**src/design/ppp_pkg.sv**
```systemverilog
// Shared widths, types, register codes and helpers of the pinhole point projector.
package ppp_pkg;

    // Sizing
    localparam int COORD_BITS = 24;
    localparam int MAX_DIM    = 4096;

    localparam int CB   = COORD_BITS;
    localparam int DB   = CB - 1;                   // positive depth magnitude
    localparam int FB   = 22;                       // focal length width
    localparam int CXB  = 20;                       // principal point width
    localparam int DIMB = 13;                       // image size register width
    localparam int PB   = FB + CB;                  // |focal * camera coordinate|
    localparam int QB   = $clog2(MAX_DIM) + 10;     // quotient bits kept
    localparam int HB   = PB - QB;                  // dividend bits above the quotient
    localparam int CW   = (HB > CB) ? HB : CB;      // overflow compare width
    localparam int RW   = CB;                       // divider remainder width
    localparam int SB   = QB + 3;                   // signed pixel coordinate, 1/256 px
    localparam int CLB  = $clog2(MAX_DIM);          // pixel index width
    localparam int DMB  = $clog2(MAX_DIM + 1);      // clamped image size width
    localparam int AW   = CLB + DMB;                // full pixel address width

    localparam int COLB  = 12;
    localparam int ADDRB = 24;
    localparam int INB   = ((3 * CB + 24 + 7) / 8) * 8;
    localparam int OUTB  = 2 * COLB + ADDRB + 24;

    localparam int QDEPTH = 4;
    localparam int QAB    = $clog2(QDEPTH);

    // Configuration port
    localparam int CIB = 3;
    localparam logic [CIB-1:0] CFG_FOCAL_X      = 3'd0;
    localparam logic [CIB-1:0] CFG_FOCAL_Y      = 3'd1;
    localparam logic [CIB-1:0] CFG_CENTER_X     = 3'd2;
    localparam logic [CIB-1:0] CFG_CENTER_Y     = 3'd3;
    localparam logic [CIB-1:0] CFG_IMAGE_WIDTH  = 3'd4;
    localparam logic [CIB-1:0] CFG_IMAGE_HEIGHT = 3'd5;

    localparam logic [FB-1:0]   FOCAL_X_RST  = 22'd380084;
    localparam logic [FB-1:0]   FOCAL_Y_RST  = 22'd378127;
    localparam logic [CXB-1:0]  CENTER_X_RST = 20'd110782;
    localparam logic [CXB-1:0]  CENTER_Y_RST = 20'd105565;
    localparam logic [DIMB-1:0] WIDTH_RST    = 13'd1024;
    localparam logic [DIMB-1:0] HEIGHT_RST   = 13'd768;

    typedef struct packed {
        logic [7:0] blue;
        logic [7:0] green;
        logic [7:0] red;
    } t_color;

    // Geometry used by the back end
    typedef struct packed {
        logic [CXB-1:0]  center_x;
        logic [CXB-1:0]  center_y;
        logic [DIMB-1:0] width;
        logic [DIMB-1:0] height;
    } t_geom;

    // Front end first stage: rotated point as sign and magnitude
    typedef struct packed {
        logic          depth_ok;
        logic [DB-1:0] den;
        logic [CB-1:0] u_mag;
        logic          u_neg;
        logic [CB-1:0] v_mag;
        logic          v_neg;
        t_color        color;
    } t_point;

    // Queue entry: products and depth ready for division
    typedef struct packed {
        logic          depth_ok;
        logic [DB-1:0] den;
        logic [PB-1:0] pu_mag;
        logic          pu_neg;
        logic [PB-1:0] pv_mag;
        logic          pv_neg;
        t_color        color;
    } t_item;

    // Side data traveling beside the dividers
    typedef struct packed {
        logic   depth_ok;
        logic   pu_neg;
        logic   pv_neg;
        t_color color;
    } t_side;

    typedef struct packed {
        logic              hit;
        logic [COLB-1:0]   column;
        logic [COLB-1:0]   row;
        logic [ADDRB-1:0]  addr;
        t_color            color;
    } t_result;

    // floor(P/d) from sign and unsigned quotient, plus principal point (1/256 px)
    function automatic logic [SB-1:0] ppp_fixed_coord(
        input logic [QB-1:0]  quo,
        input logic           rem_nz,
        input logic           neg,
        input logic [CXB-1:0] center
    );
        logic [SB-1:0] mag;
        logic [SB-1:0] sgn;
        mag = neg ? (SB'(quo) + SB'(rem_nz)) : SB'(quo);
        sgn = neg ? (~mag + SB'(1)) : mag;
        return sgn + SB'(center);
    endfunction

    // Integer pixel index is the top part of the fixed coordinate; check it against the size
    function automatic logic ppp_in_range(
        input logic [SB-1:0]  coord,
        input logic [DMB-1:0] size
    );
        logic [SB-9:0] pix;
        pix = coord[SB-1:8];
        return !pix[SB-9] && (pix < (SB-8)'(size));
    endfunction

    // Image size saturated to MAX_DIM
    function automatic logic [DMB-1:0] ppp_clamp_dim(input logic [DIMB-1:0] d);
        return ({1'b0, d} > (DIMB+1)'(MAX_DIM)) ? DMB'(MAX_DIM) : DMB'(d);
    endfunction

endpackage

```
**src/design/ppp_front.sv**
```systemverilog
// Front end: accepts points, rotates into the camera frame and forms the numerators.
module ppp_front import ppp_pkg::*; (
    input  logic          i_clk,
    input  logic          i_rst_n,
    input  logic          i_valid,
    output logic          o_ready,
    input  logic [CB-1:0] i_laser_x,
    input  logic [CB-1:0] i_laser_y,
    input  logic [CB-1:0] i_laser_z,
    input  t_color        i_color,
    input  logic [FB-1:0] i_focal_x,
    input  logic [FB-1:0] i_focal_y,
    output logic          o_push,
    input  logic          i_push_ready,
    output t_item         o_item
);

    logic   r_s1_vld;
    t_point r_s1;
    logic   r_s2_vld;
    t_item  r_s2;

    logic   w_ce;
    t_point w_pt;
    logic [PB-1:0] w_pu;
    logic [PB-1:0] w_pv;

    // Both stages advance together unless the queue refuses a held item
    assign w_ce    = !r_s2_vld || i_push_ready;
    assign o_ready = w_ce;
    assign o_push  = r_s2_vld && i_push_ready;
    assign o_item  = r_s2;

    // Rotation: camera x = -y, camera y = -z, depth = x; kept as sign and magnitude
    always_comb begin
        w_pt.depth_ok = !i_laser_x[CB-1] && (i_laser_x != '0);
        w_pt.den      = i_laser_x[DB-1:0];
        w_pt.u_neg    = !i_laser_y[CB-1] && (i_laser_y != '0);
        w_pt.u_mag    = i_laser_y[CB-1] ? (~i_laser_y + CB'(1)) : i_laser_y;
        w_pt.v_neg    = !i_laser_z[CB-1] && (i_laser_z != '0);
        w_pt.v_mag    = i_laser_z[CB-1] ? (~i_laser_z + CB'(1)) : i_laser_z;
        w_pt.color    = i_color;
    end

    // Focal length times camera coordinate magnitude
    assign w_pu = i_focal_x * r_s1.u_mag;
    assign w_pv = i_focal_y * r_s1.v_mag;

    always_ff @(posedge i_clk) begin
        if (!i_rst_n) begin
            r_s1_vld <= 1'b0;
            r_s2_vld <= 1'b0;
        end else if (w_ce) begin
            r_s1_vld <= i_valid;
            r_s2_vld <= r_s1_vld;
        end
    end

    always_ff @(posedge i_clk) begin
        if (w_ce) begin
            r_s1          <= w_pt;
            r_s2.depth_ok <= r_s1.depth_ok;
            r_s2.den      <= r_s1.den;
            r_s2.pu_mag   <= w_pu;
            r_s2.pu_neg   <= r_s1.u_neg;
            r_s2.pv_mag   <= w_pv;
            r_s2.pv_neg   <= r_s1.v_neg;
            r_s2.color    <= r_s1.color;
        end
    end

endmodule

```
**config.mk**
```make
export PLATFORM = sky130hd
export DESIGN_NAME = ppp_front
export DESIGN_NICKNAME = d
export VERILOG_FILES = /design/src/design/ppp_pkg.sv /design/src/design/ppp_front.sv
export SDC_FILE = /design/constraint.sdc
export NUM_CORES = 2
export LEC_CHECK = 0
export BUFFER_PORTS_ARGS = -buffer_cell sky130_fd_sc_hd__buf_2
export CAP_MARGIN = 0
export CORE_MARGIN = 2
export CORE_UTILIZATION = 40
export CTS_BUF_LIST = sky130_fd_sc_hd__clkbuf_4
export CTS_CLUSTER_SIZE = 14
export DETAILED_ROUTE_END_ITERATION = 8
export GPL_TIMING_DRIVEN = 0
export PLACE_DENSITY = 0.67
export SYNTH_ARGS = -nofsm -noshare
export SYNTH_HDL_FRONTEND = slang
export SYNTH_SLANG_ARGS = --single-unit
```
**constraint.sdc**
```tcl
create_clock -name i_clk -period 6.4 [get_ports i_clk]
set_input_delay 0.32 -clock i_clk [delete_from_list [all_inputs] [get_ports i_clk]]
set_output_delay 0.32 -clock i_clk [all_outputs]
set_load 0.01 [all_outputs]
```
==> impl_metrics.tcl <==
set metrics [dict create \
    crit_slowest_cell "fa_1" \
    ctsLongestPathBuffers 3 \
    synth_nets 5595 \
    slowest_delay_ns 0.57 \
    final-setup-viol-count 41 \
    layout_setup_ws_ns -0.930 \
    fin_util_pct 48.9 \
    status "finished, violations left" \
    grt_max_degree 66 \
    synth_edf_count 240 \
    vias 32700 \
    pre_cts_slack_ns -1.93 \
    num_io_pins 288 \
    cp-end-kind "flop" \
    yosys-top-cells-area "fa_1, edfxtp_1, ha_1" \
    antenna_found_initial 17 \
    dr.pass1.iters 6 \
    post-route-min-period_ns 7.33 \
    core_um2 105000 \
    cts_buffers 76 \
    area_growth_pct 21.7 \
    track_usage_pct 24.6 \
    io_buffers 287 \
    chipWidth_um 329 \
    htreeDepth 3 \
    grt_pass1_wl_um 201000 \
    r2r_slack_ns -0.93 \
    synth_common_cells "inv_1, fa_1, nand2_1" \
    synth.avg_cell_area_um2 9.91 \
    clk_pin_slew_ns 0.06 \
    netlist_instances 4253 \
    synth_most_common_cell "inv_1" \
    drt-total-wl_um 130000 \
    place_inst 5935 \
    die_h_um 329 \
    vias_per_cell 5.13 \
    crit_type "reg -> reg" \
    timing.fmax_mhz 136 \
    drc_errors 0 \
    ys.warnings.count 0 \
    dr.first_iter.drc_count 2326 \
    nNetsFinal 6261 \
    yosysUniqueCellTypes 56 \
    ys_seq_area_share_pct 17.2 \
    maxCapViolCount 0 \
    rsz0062_at_grt "yes" \
    yosysTopAreaCell "fa_1" \
    synthArstFlopShare_pct 0 \
    rows 119 \
    setup_tns_ns -17.79 \
    cp_common_cell "fa_1" \
    root_buffer "clkbuf_4" \
    ys_ff_latch 242 \
    cts_sinks 242 \
    crit_fanout 10 \
    antenna_left 0 \
    gp_congestion 0.942 \
    violations "negative setup slack" \
    cp.arrival_ns 7.92 \
    cp-start-kind "flop" \
    finalMaxSlewViolations 0 \
    period_share_pct 115 \
    cts_tree "built" \
    finClkSkew_ns 0.112 \
    grt-ovfl-total 0 \
    drt-wirelength-per-cell_um 20.4 \
    worstMarginPinSlew_ns 0.979 \
    drive_above_1_share_pct 18.4 \
    synth_ff_type "edfxtp_1" \
    slew_headroom_pct 34.7 \
    finalHoldViolCount 0 \
    hold_path.class "in -> reg" \
    hpwl_um 102000 \
    grt_pass1_vias 34900 \
    synth_area_um2 42100 \
    cp.required_ns 6.98 \
    fin_cells 6373 \
    synth_top_cell_area_share_pct 41.5 \
    nFillCells 9507 \
    die_area_um2 108000 \
    clkLatencyLatePin_ns 0.95 \
    start_util_pct 40.2 \
]
## cell families after synthesis
family,after synthesis,share of synthesized area (%)
AO/OA/AOI/OAI,285,4.25
XOR/XNOR,131,2.72
flip-flops,242,17.2
multiplexers,1,0.0238
AND/OR/NAND/NOR,1307,15.0
buffers and inverters,1089,9.70
adder cells (fa/ha/maj),1198,51.1
## critical path: cells and delay by family (launching register included)
| kind | cells | cell delay, ns |
|---|---|---|
| xor+xnor | 1 | 0.11 |
| simple gates | 2 | 0.25 |
| compound gates | 7 | 1.45 |
| fa+ha+maj | 8 | 3.89 |
| flops | 1 | 0.50 |
| buf+inv | 7 | 0.84 |
## final timing paths
check                                  start          end  cells past startpoint
worst max-delay path                r_s1[64]  o_item[115]                     25
worst max register to register      r_s1[64]  o_item[115]                     25
worst min-delay path            i_focal_x[0]   o_item[74]                      4
worst min register to register       r_s1[0]    o_item[0]                      0
## layout by cell type (no fill, tap or decap), drive strengths merged, types with 4 or more instances in the layout
cell type and n:
xor2 36, o41ai 7, or4 5, a31oi 9
nand3 15, and3 4, a21o 27, o21bai 17
nor4b 4, a21oi 98, ha 324, nand2b 15
edfxtp 240, or2 7, nor4 8, nor2b 14
o21a 12, clkbuf 284, fa 874, o211ai 11
nand4 22, o21ai 60, nor2 49, dlygate4sd3 134
buf 477, a211oi 4, xnor2 95, o31ai 13
diode 9, inv 883, or3 5, nand2 695
a21boi 5, clkinv 26, and2 447, nor3 14
## cell type report
type	count	area, µm²	share of cell area, %
Clock inverter	33	235	0.459
Antenna cell	9	22.5	0.0439
Timing Repair Buffer	597	4370	8.53
Multi-Input combinational cell	2922	32100	62.6
Sequential cell	242	7250	14.1
Inverter	881	3310	6.45
Clock buffer	99	743	1.45
Buffer	199	1490	2.90
Tap cell	1391	1740	3.39
## metrics by stage
step | instance area [µm²] | hold slack (ns)
after detailed placement | 45700 | 0.405
after global placement | 45600 | 0.400
after global routing | 51300 | 0.0363
after floorplan | 42400 | 0.400
after CTS | 50600 | 0.00649
final | 51300 | 0.144
## routing by layer
metal | GRT usage [%] | up-vias | share of wire (%)
li1 | - | 14200 | -
met1 | 31.2 | 16600 | 39
met2 | 40.2 | 1504 | 47
met3 | 6.05 | 392 | 9.4
met4 | 10.4 | 22 | 4.6
met5 | 0 | - | 0.11
## registers in the layout, summed over array words and instances (netlist names)
signal / flops
r_s2_vld: 1
r_s1_vld: 1
r_s1: 98
o_item: 142
## timing repair
item                                   CTS  global route
hold buffers                           134             0
endpoints found under the hold margin  108             0
gates resized for setup                398           132
setup endpoints to repair               58            51
gates cloned                             3             0
buffers inserted                       136            38
pin swaps                              131            99
Power is left out: the tool's default activity adds up to more than one toggle a clock period on the data nets, which glitch-free logic cannot reach.
