<file path="src/design/ppp_pkg.sv">
// Shared widths, types, register codes and helpers of the pinhole point projector.
package ppp_pkg;

    // Sizing
    localparam int COORD_BITS = 24;
    localparam int MAX_DIM    = 4096;

    localparam int CB   = COORD_BITS;
    localparam int DB   = CB - 1;                   // positive depth magnitude
    localparam int FB   = 22;                       // focal length width
    localparam int CXB  = 20;                       // principal point width
    localparam int DIMB = 13;                       // image size register width
    localparam int PB   = FB + CB;                  // |focal * camera coordinate|
    localparam int QB   = $clog2(MAX_DIM) + 10;     // quotient bits kept
    localparam int HB   = PB - QB;                  // dividend bits above the quotient
    localparam int CW   = (HB > CB) ? HB : CB;      // overflow compare width
    localparam int RW   = CB;                       // divider remainder width
    localparam int SB   = QB + 3;                   // signed pixel coordinate, 1/256 px
    localparam int CLB  = $clog2(MAX_DIM);          // pixel index width
    localparam int DMB  = $clog2(MAX_DIM + 1);      // clamped image size width
    localparam int AW   = CLB + DMB;                // full pixel address width

    localparam int COLB  = 12;
    localparam int ADDRB = 24;
    localparam int INB   = ((3 * CB + 24 + 7) / 8) * 8;
    localparam int OUTB  = 2 * COLB + ADDRB + 24;

    localparam int QDEPTH = 4;
    localparam int QAB    = $clog2(QDEPTH);

    // Configuration port
    localparam int CIB = 3;
    localparam logic [CIB-1:0] CFG_FOCAL_X      = 3'd0;
    localparam logic [CIB-1:0] CFG_FOCAL_Y      = 3'd1;
    localparam logic [CIB-1:0] CFG_CENTER_X     = 3'd2;
    localparam logic [CIB-1:0] CFG_CENTER_Y     = 3'd3;
    localparam logic [CIB-1:0] CFG_IMAGE_WIDTH  = 3'd4;
    localparam logic [CIB-1:0] CFG_IMAGE_HEIGHT = 3'd5;

    localparam logic [FB-1:0]   FOCAL_X_RST  = 22'd380084;
    localparam logic [FB-1:0]   FOCAL_Y_RST  = 22'd378127;
    localparam logic [CXB-1:0]  CENTER_X_RST = 20'd110782;
    localparam logic [CXB-1:0]  CENTER_Y_RST = 20'd105565;
    localparam logic [DIMB-1:0] WIDTH_RST    = 13'd1024;
    localparam logic [DIMB-1:0] HEIGHT_RST   = 13'd768;

    typedef struct packed {
        logic [7:0] blue;
        logic [7:0] green;
        logic [7:0] red;
    } t_color;

    // Geometry used by the back end
    typedef struct packed {
        logic [CXB-1:0]  center_x;
        logic [CXB-1:0]  center_y;
        logic [DIMB-1:0] width;
        logic [DIMB-1:0] height;
    } t_geom;

    // Front end first stage: rotated point as sign and magnitude
    typedef struct packed {
        logic          depth_ok;
        logic [DB-1:0] den;
        logic [CB-1:0] u_mag;
        logic          u_neg;
        logic [CB-1:0] v_mag;
        logic          v_neg;
        t_color        color;
    } t_point;

    // Queue entry: products and depth ready for division
    typedef struct packed {
        logic          depth_ok;
        logic [DB-1:0] den;
        logic [PB-1:0] pu_mag;
        logic          pu_neg;
        logic [PB-1:0] pv_mag;
        logic          pv_neg;
        t_color        color;
    } t_item;

    // Side data traveling beside the dividers
    typedef struct packed {
        logic   depth_ok;
        logic   pu_neg;
        logic   pv_neg;
        t_color color;
    } t_side;

    typedef struct packed {
        logic              hit;
        logic [COLB-1:0]   column;
        logic [COLB-1:0]   row;
        logic [ADDRB-1:0]  addr;
        t_color            color;
    } t_result;

    // floor(P/d) from sign and unsigned quotient, plus principal point (1/256 px)
    function automatic logic [SB-1:0] ppp_fixed_coord(
        input logic [QB-1:0]  quo,
        input logic           rem_nz,
        input logic           neg,
        input logic [CXB-1:0] center
    );
        logic [SB-1:0] mag;
        logic [SB-1:0] sgn;
        mag = neg ? (SB'(quo) + SB'(rem_nz)) : SB'(quo);
        sgn = neg ? (~mag + SB'(1)) : mag;
        return sgn + SB'(center);
    endfunction

    // Integer pixel index is the top part of the fixed coordinate; check it against the size
    function automatic logic ppp_in_range(
        input logic [SB-1:0]  coord,
        input logic [DMB-1:0] size
    );
        logic [SB-9:0] pix;
        pix = coord[SB-1:8];
        return !pix[SB-9] && (pix < (SB-8)'(size));
    endfunction

    // Image size saturated to MAX_DIM
    function automatic logic [DMB-1:0] ppp_clamp_dim(input logic [DIMB-1:0] d);
        return ({1'b0, d} > (DIMB+1)'(MAX_DIM)) ? DMB'(MAX_DIM) : DMB'(d);
    endfunction

endpackage

</file>
<file path="src/design/ppp_queue.sv">
// Small register queue decoupling the front end from the division pipeline.
module ppp_queue import ppp_pkg::*; (
    input  logic  i_clk,
    input  logic  i_rst_n,
    input  logic  i_push,
    input  t_item i_item,
    output logic  o_not_full,
    input  logic  i_pop,
    output logic  o_not_empty,
    output t_item o_item
);

    t_item            r_mem [0:QDEPTH-1];
    logic [QAB-1:0]   r_wr_ptr;
    logic [QAB-1:0]   r_rd_ptr;
    logic [QAB:0]     r_count;

    assign o_not_full  = (r_count != (QAB+1)'(QDEPTH));
    assign o_not_empty = (r_count != '0);
    assign o_item      = r_mem[r_rd_ptr];

    // Pointers and fill count
    always_ff @(posedge i_clk) begin
        if (!i_rst_n) begin
            r_wr_ptr <= '0;
            r_rd_ptr <= '0;
            r_count  <= '0;
        end else begin
            if (i_push) r_wr_ptr <= r_wr_ptr + QAB'(1);
            if (i_pop)  r_rd_ptr <= r_rd_ptr + QAB'(1);
            if (i_push && !i_pop)      r_count <= r_count + (QAB+1)'(1);
            else if (!i_push && i_pop) r_count <= r_count - (QAB+1)'(1);
        end
    end

    // Storage
    always_ff @(posedge i_clk) begin
        if (i_push) r_mem[r_wr_ptr] <= i_item;
    end

endmodule

</file>
<file path="config.mk">
export PLATFORM = sky130hd
export DESIGN_NAME = ppp_queue
export DESIGN_NICKNAME = d
export VERILOG_FILES = /design/src/design/ppp_pkg.sv /design/src/design/ppp_queue.sv
export SDC_FILE = /design/constraint.sdc
export NUM_CORES = 1
export LEC_CHECK = 0
export BUFFER_PORTS_ARGS = -buffer_cell sky130_fd_sc_hd__buf_4
export CORE_ASPECT_RATIO = 1.5
export CORE_MARGIN = 2
export CORE_UTILIZATION = 57
export DETAILED_ROUTE_END_ITERATION = 8
export PLACE_DENSITY_LB_ADDON = 0.08
export SLEW_MARGIN = 20
export SYNTH_ARGS = -nofsm -noshare
export SYNTH_HDL_FRONTEND = slang
export SYNTH_SLANG_ARGS = --single-unit
</file>
<file path="constraint.sdc">
create_clock -name i_clk -period 5.1 [get_ports i_clk]
set_input_delay 0.765 -clock i_clk [delete_from_list [all_inputs] [get_ports i_clk]]
set_output_delay 0.765 -clock i_clk [all_outputs]
set_load 0.03 [all_outputs]
</file>
==> results.toml, run 1 <==
[cts]
cts_tree = "yes"
worstSkewPairLatency_ns = 0.56
cts_resized = 0
postCtsHoldBufs = 0
clk_pin_slew_worst_setup_hold_paths_ns = 0.06
clock_sink_count = 577
h_tree_depth = 2
cts_made_buffers = 49
max-clock-path-buffers = 3
postCtsSetupRepairBufs = 0
clk_root_buffer_cell = "sky130_fd_sc_hd__clkbuf_16"

[timing]
final_hold_viol_count = 0
clock.fmax_ghz = 0.295
layout_min_cycle_time_ns = 3.39
worst_pin_slew_ns = 0.948
finalCritPeriodShare_pct = 66.5
rsz0062_at_grt = "false"
maxSlewViolCount = 0
setup_violations = 0
max_slew_margin_pct = 36.8
worst_clock_skew_ns = 0.0193
totalNegativeSetupSlack_ns = 0

[grt]
grt_pass1_wl_um = 57200
largest_net_degree_at_the_start_of_global_routing = 81
track_usage_pct = 20.1
number_of_antenna_violations_at_the_first_check_in_global_routing = 2
gr-total-overflow = 0
via_count_of_the_first_global_routing_pass = 9660

[yosys]
yosysUniqueCellTypes = 19
synthesis.area_per_instance_um2 = 26.6
post_synth_arst_share_pct = 0
synthCells = 786
synth_top_area_share_pct = 81.5
synth_top_cells_by_area = "sky130_fd_sc_hd__edfxtp_1, sky130_fd_sc_hd__mux4_2, sky130_fd_sc_hd__dfxtp_1"
synthFlopType = "sky130_fd_sc_hd__edfxtp_1"
seq_area_frac_synth_pct = 82.4
syn_area_um2 = 20900
synth.cells.most_frequent = "sky130_fd_sc_hd__edfxtp_1, sky130_fd_sc_hd__mux4_2, sky130_fd_sc_hd__buf_2"
yosysWarningCount = 0
synth-edff-count = 568
flop_and_latch_count_out_of_synthesis = 577
synth.net_count = 938
netlist.top_cell.by_area = "sky130_fd_sc_hd__edfxtp_1"
leading_cell_type_by_number_of_instances_after_synthesis = "sky130_fd_sc_hd__edfxtp_1"

[worst_setup_path]
critical_path.startpoint_type = "register"
cp_data_required_time_ns = 4.34
worst_path_max_delay_cell = "sky130_fd_sc_hd__dfxtp_4"
r2r_cells = 4
critPathMaxFanout = 58
end_of_the_worst_register_to_register_path = "r_mem[0][51]$_DFFE_PP_"
endpoint_kind = "output pin"
crit_path_frequent_cell = "sky130_fd_sc_hd__buf_4"
rr_startpoint = "r_wr_ptr[0]$_SDFFE_PN0P_"
cp_data_arrival_time_ns = 2.63
timing.reg2reg.setup_slack_ns = 2.84
criticalPathCategory = "reg -> out"
worst_path_largest_cell_delay_ns = 0.93
list_of_cells_traversed_by_the_critical_path = "buf_4, mux4_2, buf_4"
worstSetupEndpoint = "o_item[40]"

[finish]
area_added_between_synthesis_and_finish_pct = 20.7
nNetsFinal = 1262
post_route_cells_drive_above_1_share_pct = 45.1
filler_cell_count = 2176
final_standard_cell_utilization_of_the_core_pct = 70.0

[floorplan]
die_width_um = 160
coreArea_um2 = 36100
fp-row-count = 85
die-area_um2 = 38300
floorplan.initialDensity_pct = 58.0
design.portCount = 290
chipHeight_um = 239

[routing]
initialDrtViolationCount = 582
drc = 0
drt-vias-per-instance = 5.68
routed_wl_um = 38300
via_count = 9249
first_pass_iters = 7
final_antenna_net_count = 0
post_drt_wl_per_cell_um = 23.5

[placed_design]
gp_congestion = 0.740
place.port_buffers = 289
dp.final_hpwl_um = 23000

[power]
cellLeakagePower_nw = 8.47
power.density_cell_area_nw_per_um2 = 416
worst_ir_drop_vdd_v = 0.000344
power.total_mw = 10.5

[outcome]
outcome = "finished, final reports clean"

[job]
max_cap_violations = 0

[hold_path]
holdPathStages = 1
hp-class = "in -> reg"
cells by family after synthesis:
family,Yosys count,share of synthesized area (%)
flops,577,82.4
buf+inv,36,1.10
mux,144,15.4
xor+xnor,5,0.209
fa+ha+maj,6,0.395
simple gates,16,0.443
compound gates,2,0.0598
where the power goes:
group / internal, mW / switching (mW) / total, mW
Clock: 2.07 / 1.54 / 3.61
Sequential: 5.45 / 0.0671 / 5.52
Combinational: 0.575 / 0.801 / 1.38
Total: 8.10 / 2.40 / 10.5
worst max-delay path, delay by kind of cell (launching register included):
family	cells	cell delay, ns
buffers and inverters	2	0.66
flip-flops	1	0.93
multiplexers	1	0.38
through the flow:
step	setup slack [ns]	hold WS, ns	std cells	cell area, um^2
finish	1.71	0.399	1627	25200
global route	1.60	0.373	1627	25200
global placement	2.25	0.486	1537	23700
CTS	1.64	0.359	1626	25200
floorplan	0.572	0.472	786	20900
detailed placement	2.25	0.510	1537	23700
layer usage:
layer  track usage (%)  up-vias  wire length (um)
met1              25.9     4853             14600
met2              33.3      284             19600
met5                 0        -                16
met4              7.59        2              1340
li1                  -     4039                 -
met3              5.31       71              2730
sequential cells by signal, indices dropped and copies added (netlist names), named ones only:
register and flops:
r_count 3, r_mem 568, r_rd_ptr 2, r_wr_ptr 2
worst min path at each step:
stage                                       start                       to
final                                  i_item[38]   r_mem[3][38]$_DFFE_PP_
after global routing                   i_item[84]   r_mem[1][84]$_DFFE_PP_
after CTS                              i_item[33]   r_mem[1][33]$_DFFE_PP_
after detailed placement  r_count[2]$_SDFFE_PN0P_  r_count[2]$_SDFFE_PN0P_
after global placement    r_count[2]$_SDFFE_PN0P_  r_count[2]$_SDFFE_PN0P_
after floorplan           r_count[2]$_SDFFE_PN0P_  r_count[2]$_SDFFE_PN0P_
cells in the final DEF, fill, tap and decap left out, types with 2 or more instances in the layout:
cell type,netlist,layout
sky130_fd_sc_hd__and2_1,9,5
sky130_fd_sc_hd__and2_4,0,4
sky130_fd_sc_hd__buf_12,0,5
sky130_fd_sc_hd__buf_4,0,300
sky130_fd_sc_hd__bufinv_16,0,5
sky130_fd_sc_hd__clkbuf_1,6,10
sky130_fd_sc_hd__clkbuf_16,0,51
sky130_fd_sc_hd__clkinv_1,0,14
sky130_fd_sc_hd__clkinv_2,0,8
sky130_fd_sc_hd__dfxtp_1,9,7
sky130_fd_sc_hd__dfxtp_4,0,2
sky130_fd_sc_hd__edfxtp_1,568,568
sky130_fd_sc_hd__ha_1,5,5
sky130_fd_sc_hd__inv_1,4,4
sky130_fd_sc_hd__mux2i_1,2,2
sky130_fd_sc_hd__mux4_2,142,142
sky130_fd_sc_hd__nand2_1,2,2
sky130_fd_sc_hd__nor2b_1,2,2
sky130_fd_sc_hd__or3_1,2,2
sky130_fd_sc_hd__xnor2_1,2,2
sky130_fd_sc_hd__xor2_1,3,3
layout make-up:
class | instances | area, um^2 | share of cell area, %
Clock inverter | 28 | 251 | 0.997
Sequential cell | 577 | 17200 | 68.3
Multi-Input combinational cell | 173 | 3460 | 13.7
Clock buffer | 61 | 1310 | 5.21
Antenna cell | 1 | 2.50 | 0.00992
Timing Repair Buffer | 305 | 2350 | 9.32
Tap cell | 478 | 598 | 2.37
Inverter | 4 | 15.0 | 0.0595
Power figures use the tool's default switching activity.
==> inputs of run 2 (changes only) <==
Settings changed: ABC_AREA set to 1, CORE_UTILIZATION 57 to 52.
Clock period 5.1 ns to 2.9 ns, I/O delays scaled along.
==> results.toml, run 2 <==
[worst_setup_path]
cp_data_required_time_ns = 2.47
criticalPathCategory = "reg -> out"
endpoint_kind = "output pin"
timing.reg2reg.setup_slack_ns = 1.10
critPathMaxFanout = 74
cp_data_arrival_time_ns = 2.27
critical_path.startpoint_type = "register"

[yosys]
leading_cell_type_by_number_of_instances_after_synthesis = "sky130_fd_sc_hd__edfxtp_1"
synthFlopType = "sky130_fd_sc_hd__edfxtp_1"
post_synth_arst_share_pct = 0
synth.net_count = 1583
synthesis.area_per_instance_um2 = 14.9
flop_and_latch_count_out_of_synthesis = 577
syn_area_um2 = 21400
synth_top_cells_by_area = "sky130_fd_sc_hd__edfxtp_1, sky130_fd_sc_hd__nor2_1, sky130_fd_sc_hd__o22ai_1"
synth-edff-count = 568
yosysUniqueCellTypes = 20
synthCells = 1431
yosysWarningCount = 0
synth.cells.most_frequent = "sky130_fd_sc_hd__edfxtp_1, sky130_fd_sc_hd__nor2_1, sky130_fd_sc_hd__o21ai_0"
synth_top_area_share_pct = 79.8
seq_area_frac_synth_pct = 80.6
netlist.top_cell.by_area = "sky130_fd_sc_hd__edfxtp_1"

[cts]
cts_resized = 0
clk_root_buffer_cell = "sky130_fd_sc_hd__clkbuf_16"
postCtsHoldBufs = 0
clock_sink_count = 577
clk_pin_slew_worst_setup_hold_paths_ns = 0.06
cts_made_buffers = 51
h_tree_depth = 2
cts_tree = "yes"
postCtsSetupRepairBufs = 0
worstSkewPairLatency_ns = 0.57
max-clock-path-buffers = 3

[finish]
area_added_between_synthesis_and_finish_pct = 20.7
most_frequent_cells_in_the_layout = "sky130_fd_sc_hd__edfxtp_1, sky130_fd_sc_hd__buf_4, sky130_fd_sc_hd__nor2_1"
final_standard_cell_utilization_of_the_core_pct = 63.1
max_flop_register = "r_mem"
biggestRegsByFlops = "r_mem x568, r_count x3"
nNetsFinal = 1859
largest_reg_flops = 568
post_route_cells_drive_above_1_share_pct = 23.5
fin_cells = 2258
filler_cell_count = 2994
final_common_cell = "sky130_fd_sc_hd__edfxtp_1"

[routing]
routed_wl_um = 47200
first_pass_iters = 5
drt-vias-per-instance = 5.64
initialDrtViolationCount = 798
drc = 0
via_count = 12700
final_antenna_net_count = 0
post_drt_wl_per_cell_um = 20.9

[timing]
maxSlewViolCount = 0
max_slew_margin_pct = 63.8
totalNegativeSetupSlack_ns = 0
worst_hold_slack_ns = 0.0626
final_hold_viol_count = 0
clock.fmax_ghz = 0.370
worst_clock_skew_ns = 0.0193
worst_pin_slew_ns = 0.544
layout_min_cycle_time_ns = 2.70
setup_violations = 0
rsz0062_at_grt = "false"
finalCritPeriodShare_pct = 93.2

[grt]
number_of_antenna_violations_at_the_first_check_in_global_routing = 6
via_count_of_the_first_global_routing_pass = 12800
largest_net_degree_at_the_start_of_global_routing = 109
track_usage_pct = 21.6
grt_pass1_wl_um = 70400
gr-total-overflow = 0

[outcome]
outcome = "finished, final reports clean"

[power]
power.density_cell_area_nw_per_um2 = 716
power.total_mw = 18.5
worst_ir_drop_vdd_v = 0.000585
cellLeakagePower_nw = 8.94

[placed_design]
gp_congestion = 0.774
place.port_buffers = 289
placed_instances = 2165
dp.final_hpwl_um = 27100

[job]
max_cap_violations = 0

[floorplan]
die_width_um = 170
fp-row-count = 91
floorplan.initialDensity_pct = 52.3
die-area_um2 = 42800
design.portCount = 290
chipHeight_um = 252
coreArea_um2 = 40900

[hold_path]
hp-class = "in -> reg"
[run 2: final timing paths]
| kind | cells past startpoint | from | to |
|---|---|---|---|
| min | 1 | i_item[130] | r_mem[0][130]$_DFFE_PP_ |
| min reg2reg | 1 | r_rd_ptr[1]$_SDFFE_PN0P_ | register |
| max | 5 | register | o_item[75] |
| max reg2reg | 5 | r_wr_ptr[0]$_SDFFE_PN0P_ | r_mem[2][79]$_DFFE_PP_ |
[run 2: through the flow]
step	instance area [um^2]	setup slack (ns)
2_1_floorplan	21400	-0.199
3_3_place_gp	24200	0.831
3_5_place_dp	24200	0.797
4_1_cts	25800	0.183
5_1_grt	25800	0.0705
6_report	25800	0.198
[run 2: logic make-up after synthesis]
| group | synth area share (%) |
|---|---|
| AOI/OAI and AO/OA | 11.1 |
| buffers and inverters | 2.59 |
| and+or+nand+nor | 5.30 |
| DFF | 80.6 |
| adders and majority gates | 0.386 |
[run 2: layout make-up]
class | instances | area, um^2 | area share [%]
Sequential cell | 577 | 17200 | 66.8
Clock buffer | 63 | 1390 | 5.40
Clock inverter | 27 | 224 | 0.868
Tap cell | 511 | 639 | 2.48
Antenna cell | 3 | 7.51 | 0.0291
Inverter | 18 | 92.6 | 0.359
Timing Repair Buffer | 316 | 2600 | 10.1
Multi-Input combinational cell | 743 | 3610 | 14.0
[run 2: metal layers]
layer | wire length [um] | vias up | GRT usage, %
met5 | 46 | - | 0
met4 | 1550 | 6 | 7.86
met3 | 3310 | 91 | 5.70
met2 | 24600 | 341 | 38.4
met1 | 17700 | 6311 | 25.0
li1 | - | 5979 | -
[run 2: power breakdown]
group | switching [mW] | total, mW | leakage [nW] | internal (mW)
sequential | 0.0895 | 9.62 | 5.29 | 9.53
clock | 2.78 | 6.52 | 0.800 | 3.74
combinational | 1.57 | 2.34 | 2.85 | 0.775
[run 2: worst max-delay path, stage by stage (launching register included)]
cell,delay (ns)
sky130_fd_sc_hd__dfxtp_4,0.43
sky130_fd_sc_hd__inv_8,0.29
sky130_fd_sc_hd__buf_12,0.33
sky130_fd_sc_hd__nor2_1,0.08
sky130_fd_sc_hd__o22ai_1,0.22
sky130_fd_sc_hd__buf_4,0.20
==> inputs of run 3 (changes only) <==
Settings changed: CORE_UTILIZATION 52 to 54, CTS_BUF_LIST set to sky130_fd_sc_hd__clkbuf_2, SETUP_SLACK_MARGIN set to 0.2.
==> results.toml, run 3 (synthesized netlist as in run 2, its figures left out) <==
[outcome]
outcome = "complete, but fails checks"
failed_checks = "setup timing"

[worst_setup_path]
rr_startpoint = "r_count[0]$_SDFFE_PN0P_"
list_of_cells_traversed_by_the_critical_path = "buf_12, buf_12, clkbuf_16, o21ai_2, o22ai_1, buf_4"
cp_data_required_time_ns = 2.47
crit_path_frequent_cell = "sky130_fd_sc_hd__buf_12"
timing.reg2reg.setup_slack_ns = 0.66
worst_path_largest_cell_delay_ns = 0.44
end_of_the_worst_register_to_register_path = "r_count[2]$_SDFFE_PN0P_"
worst_path_max_delay_cell = "sky130_fd_sc_hd__dfxtp_4"
r2r_cells = 8
cp_data_arrival_time_ns = 2.55
critPathMaxFanout = 8
crit_family = "buffers and inverters"
criticalPathCategory = "reg -> out"
critical_path.startpoint_type = "register"
critical_path.n_buffers_inverters = 4
endpoint_kind = "output pin"

[floorplan]
chipHeight_um = 248
design.portCount = 290
fp-row-count = 89
die-area_um2 = 41200
die_width_um = 166
floorplan.initialDensity_pct = 54.5
coreArea_um2 = 39200

[cts]
clk_pin_slew_worst_setup_hold_paths_ns = 0.14
worstSkewPairLatency_ns = 1.06
cts_tree = "yes"
cts_made_buffers = 130
clk_root_buffer_cell = "sky130_fd_sc_hd__clkbuf_2"
max-clock-path-buffers = 3
clock_sink_count = 577
h_tree_depth = 4

[grt]
track_usage_pct = 29.3
number_of_antenna_violations_at_the_first_check_in_global_routing = 5
via_count_of_the_first_global_routing_pass = 15600
gr-total-overflow = 0
grt_pass1_wl_um = 89300
largest_net_degree_at_the_start_of_global_routing = 79

[routing]
drc = 0
first_pass_iters = 7
drt-vias-per-instance = 5.82
routed_wl_um = 68500
initialDrtViolationCount = 1405
final_antenna_net_count = 0
via_count = 15600
post_drt_wl_per_cell_um = 25.5

[finish]
filler_cell_count = 2344
post_route_cells_drive_above_1_share_pct = 34.6
nNetsFinal = 2238
most_frequent_cells_in_the_layout = "sky130_fd_sc_hd__edfxtp_1, sky130_fd_sc_hd__nor2_1, sky130_fd_sc_hd__buf_4"
biggestRegsByFlops = "r_mem x568, r_count x3"
largest_reg_flops = 568
seq_area_um2 = 17200
max_flop_register = "r_mem"
multiInputGateArea_um2 = 4150
area_added_between_synthesis_and_finish_pct = 41.7
final_common_cell = "sky130_fd_sc_hd__edfxtp_1"
final_standard_cell_utilization_of_the_core_pct = 77.3

[timing]
layout_min_cycle_time_ns = 2.99
worst_clock_skew_ns = 0.0556
maxSlewViolCount = 0
worst_slack_ns = -0.0859
setup_violations = 37
finalCritPeriodShare_pct = 103
rsz0062_at_grt = "true"
max_slew_margin_pct = 38.5
final_hold_viol_count = 0
clock.fmax_ghz = 0.335
worst_pin_slew_ns = 0.920

[placed_design]
gp_congestion = 0.755
place.port_buffers = 289
dp.final_hpwl_um = 27700
preCtsSetupSlack_ns = 0.733

[power]
worst_ir_drop_vdd_v = 0.000432
cellLeakagePower_nw = 11.1
power.density_cell_area_nw_per_um2 = 603
power.total_mw = 18.3

[hold_path]
min-delay-start = "i_item[99]"
hp-class = "in -> reg"
holdPathStages = 2
timing.hold.worst_endpoint = "r_mem[0][99]$_DFFE_PP_"

[job]
max_cap_violations = 0
-- run 3: cell count changes in the layout (fill, tap and decap cells not counted), moves of 26 or more --
cell,previous run,this run
sky130_fd_sc_hd__o21ai_0,159,81
sky130_fd_sc_hd__o22ai_2,2,30
sky130_fd_sc_hd__o21ai_2,0,69
sky130_fd_sc_hd__clkbuf_16,53,27
sky130_fd_sc_hd__buf_6,0,32
sky130_fd_sc_hd__o22ai_1,140,112
sky130_fd_sc_hd__clkbuf_2,0,189
sky130_fd_sc_hd__dlygate4sd3_1,0,197
sky130_fd_sc_hd__buf_16,0,34
-- run 3: worst register-to-register path: stages, from the launching register on --
cell and delay, ns:
sky130_fd_sc_hd__dfxtp_1 0.34, sky130_fd_sc_hd__fa_1 0.43, sky130_fd_sc_hd__inv_1 0.06, sky130_fd_sc_hd__nand2_1 0.06, sky130_fd_sc_hd__nand4_1 0.07, sky130_fd_sc_hd__nand2_1 0.05
sky130_fd_sc_hd__dlygate4sd3_1 0.55, sky130_fd_sc_hd__nor2_1 0.09, sky130_fd_sc_hd__dlygate4sd3_1 0.54
-- run 3: worst max-delay path by stage --
stage,from,end,slack (ns),depth (start not counted)
2_1_floorplan,r_wr_ptr[0]$_SDFFE_PN0P_,r_mem[0][0]$_DFFE_PP_,-0.20,4
3_3_place_gp,i_push,r_mem[2][89]$_DFFE_PP_,0.75,4
3_5_place_dp,i_push,r_mem[2][85]$_DFFE_PP_,0.73,4
4_1_cts,register,o_item[140],-0.13,7
5_1_grt,register,o_item[68],-0.23,6
6_report,register,o_item[68],-0.09,6
-- run 3: repair_timing --
item | in CTS | in global routing
endpoints found under the hold margin | 579 | 3
buffers inserted | 20 | 7
cloned | 30 | 35
hold buffers | 196 | 1
endpoints found under the setup margin | 142 | 142
pin swaps | 9 | 59
resized for setup | 117 | 202
-- run 3: final cells by class --
cell class              count  share of cell area (%)
diodes                      4                  0.0330
multi-input cells         743                    13.7
well taps                 500                    2.07
inverters                  18                   0.413
clock inverters            39                   0.884
repair buffers            609                    22.5
repair inverters            7                   0.322
flip-flops and latches    577                    56.9
clock buffers             189                    3.12
-- run 3: metrics by stage --
stage	hold slack, ns	setup TNS [ns]	cells	instance area [um^2]
final	0.0740	-0.705	2686	30300
after global routing	-0.000413	-20.05	2686	30300
after CTS	0.000352	-12.45	2639	28700
after detailed placement	0.431	0	2165	24300
after global placement	0.428	0	2165	24300
after floorplan	0.418	-106.96	1431	21400
-- run 3: power by group --
group	internal (mW)	switching (mW)	leakage [nW]
registers	9.52	0.0958	5.29
logic	1.41	2.03	4.91
clock network	2.10	3.09	0.921
total	13.0	5.22	11.1
-- run 3: layer usage --
layer | wire (um) | GRT usage, % | vias up
met2 | 35800 | 51.5 | 873
li1 | - | - | 6868
met3 | 6120 | 7.10 | 177
met5 | 0 | 0 | -
met4 | 2990 | 14.5 | 0
met1 | 23500 | 33.7 | 7719
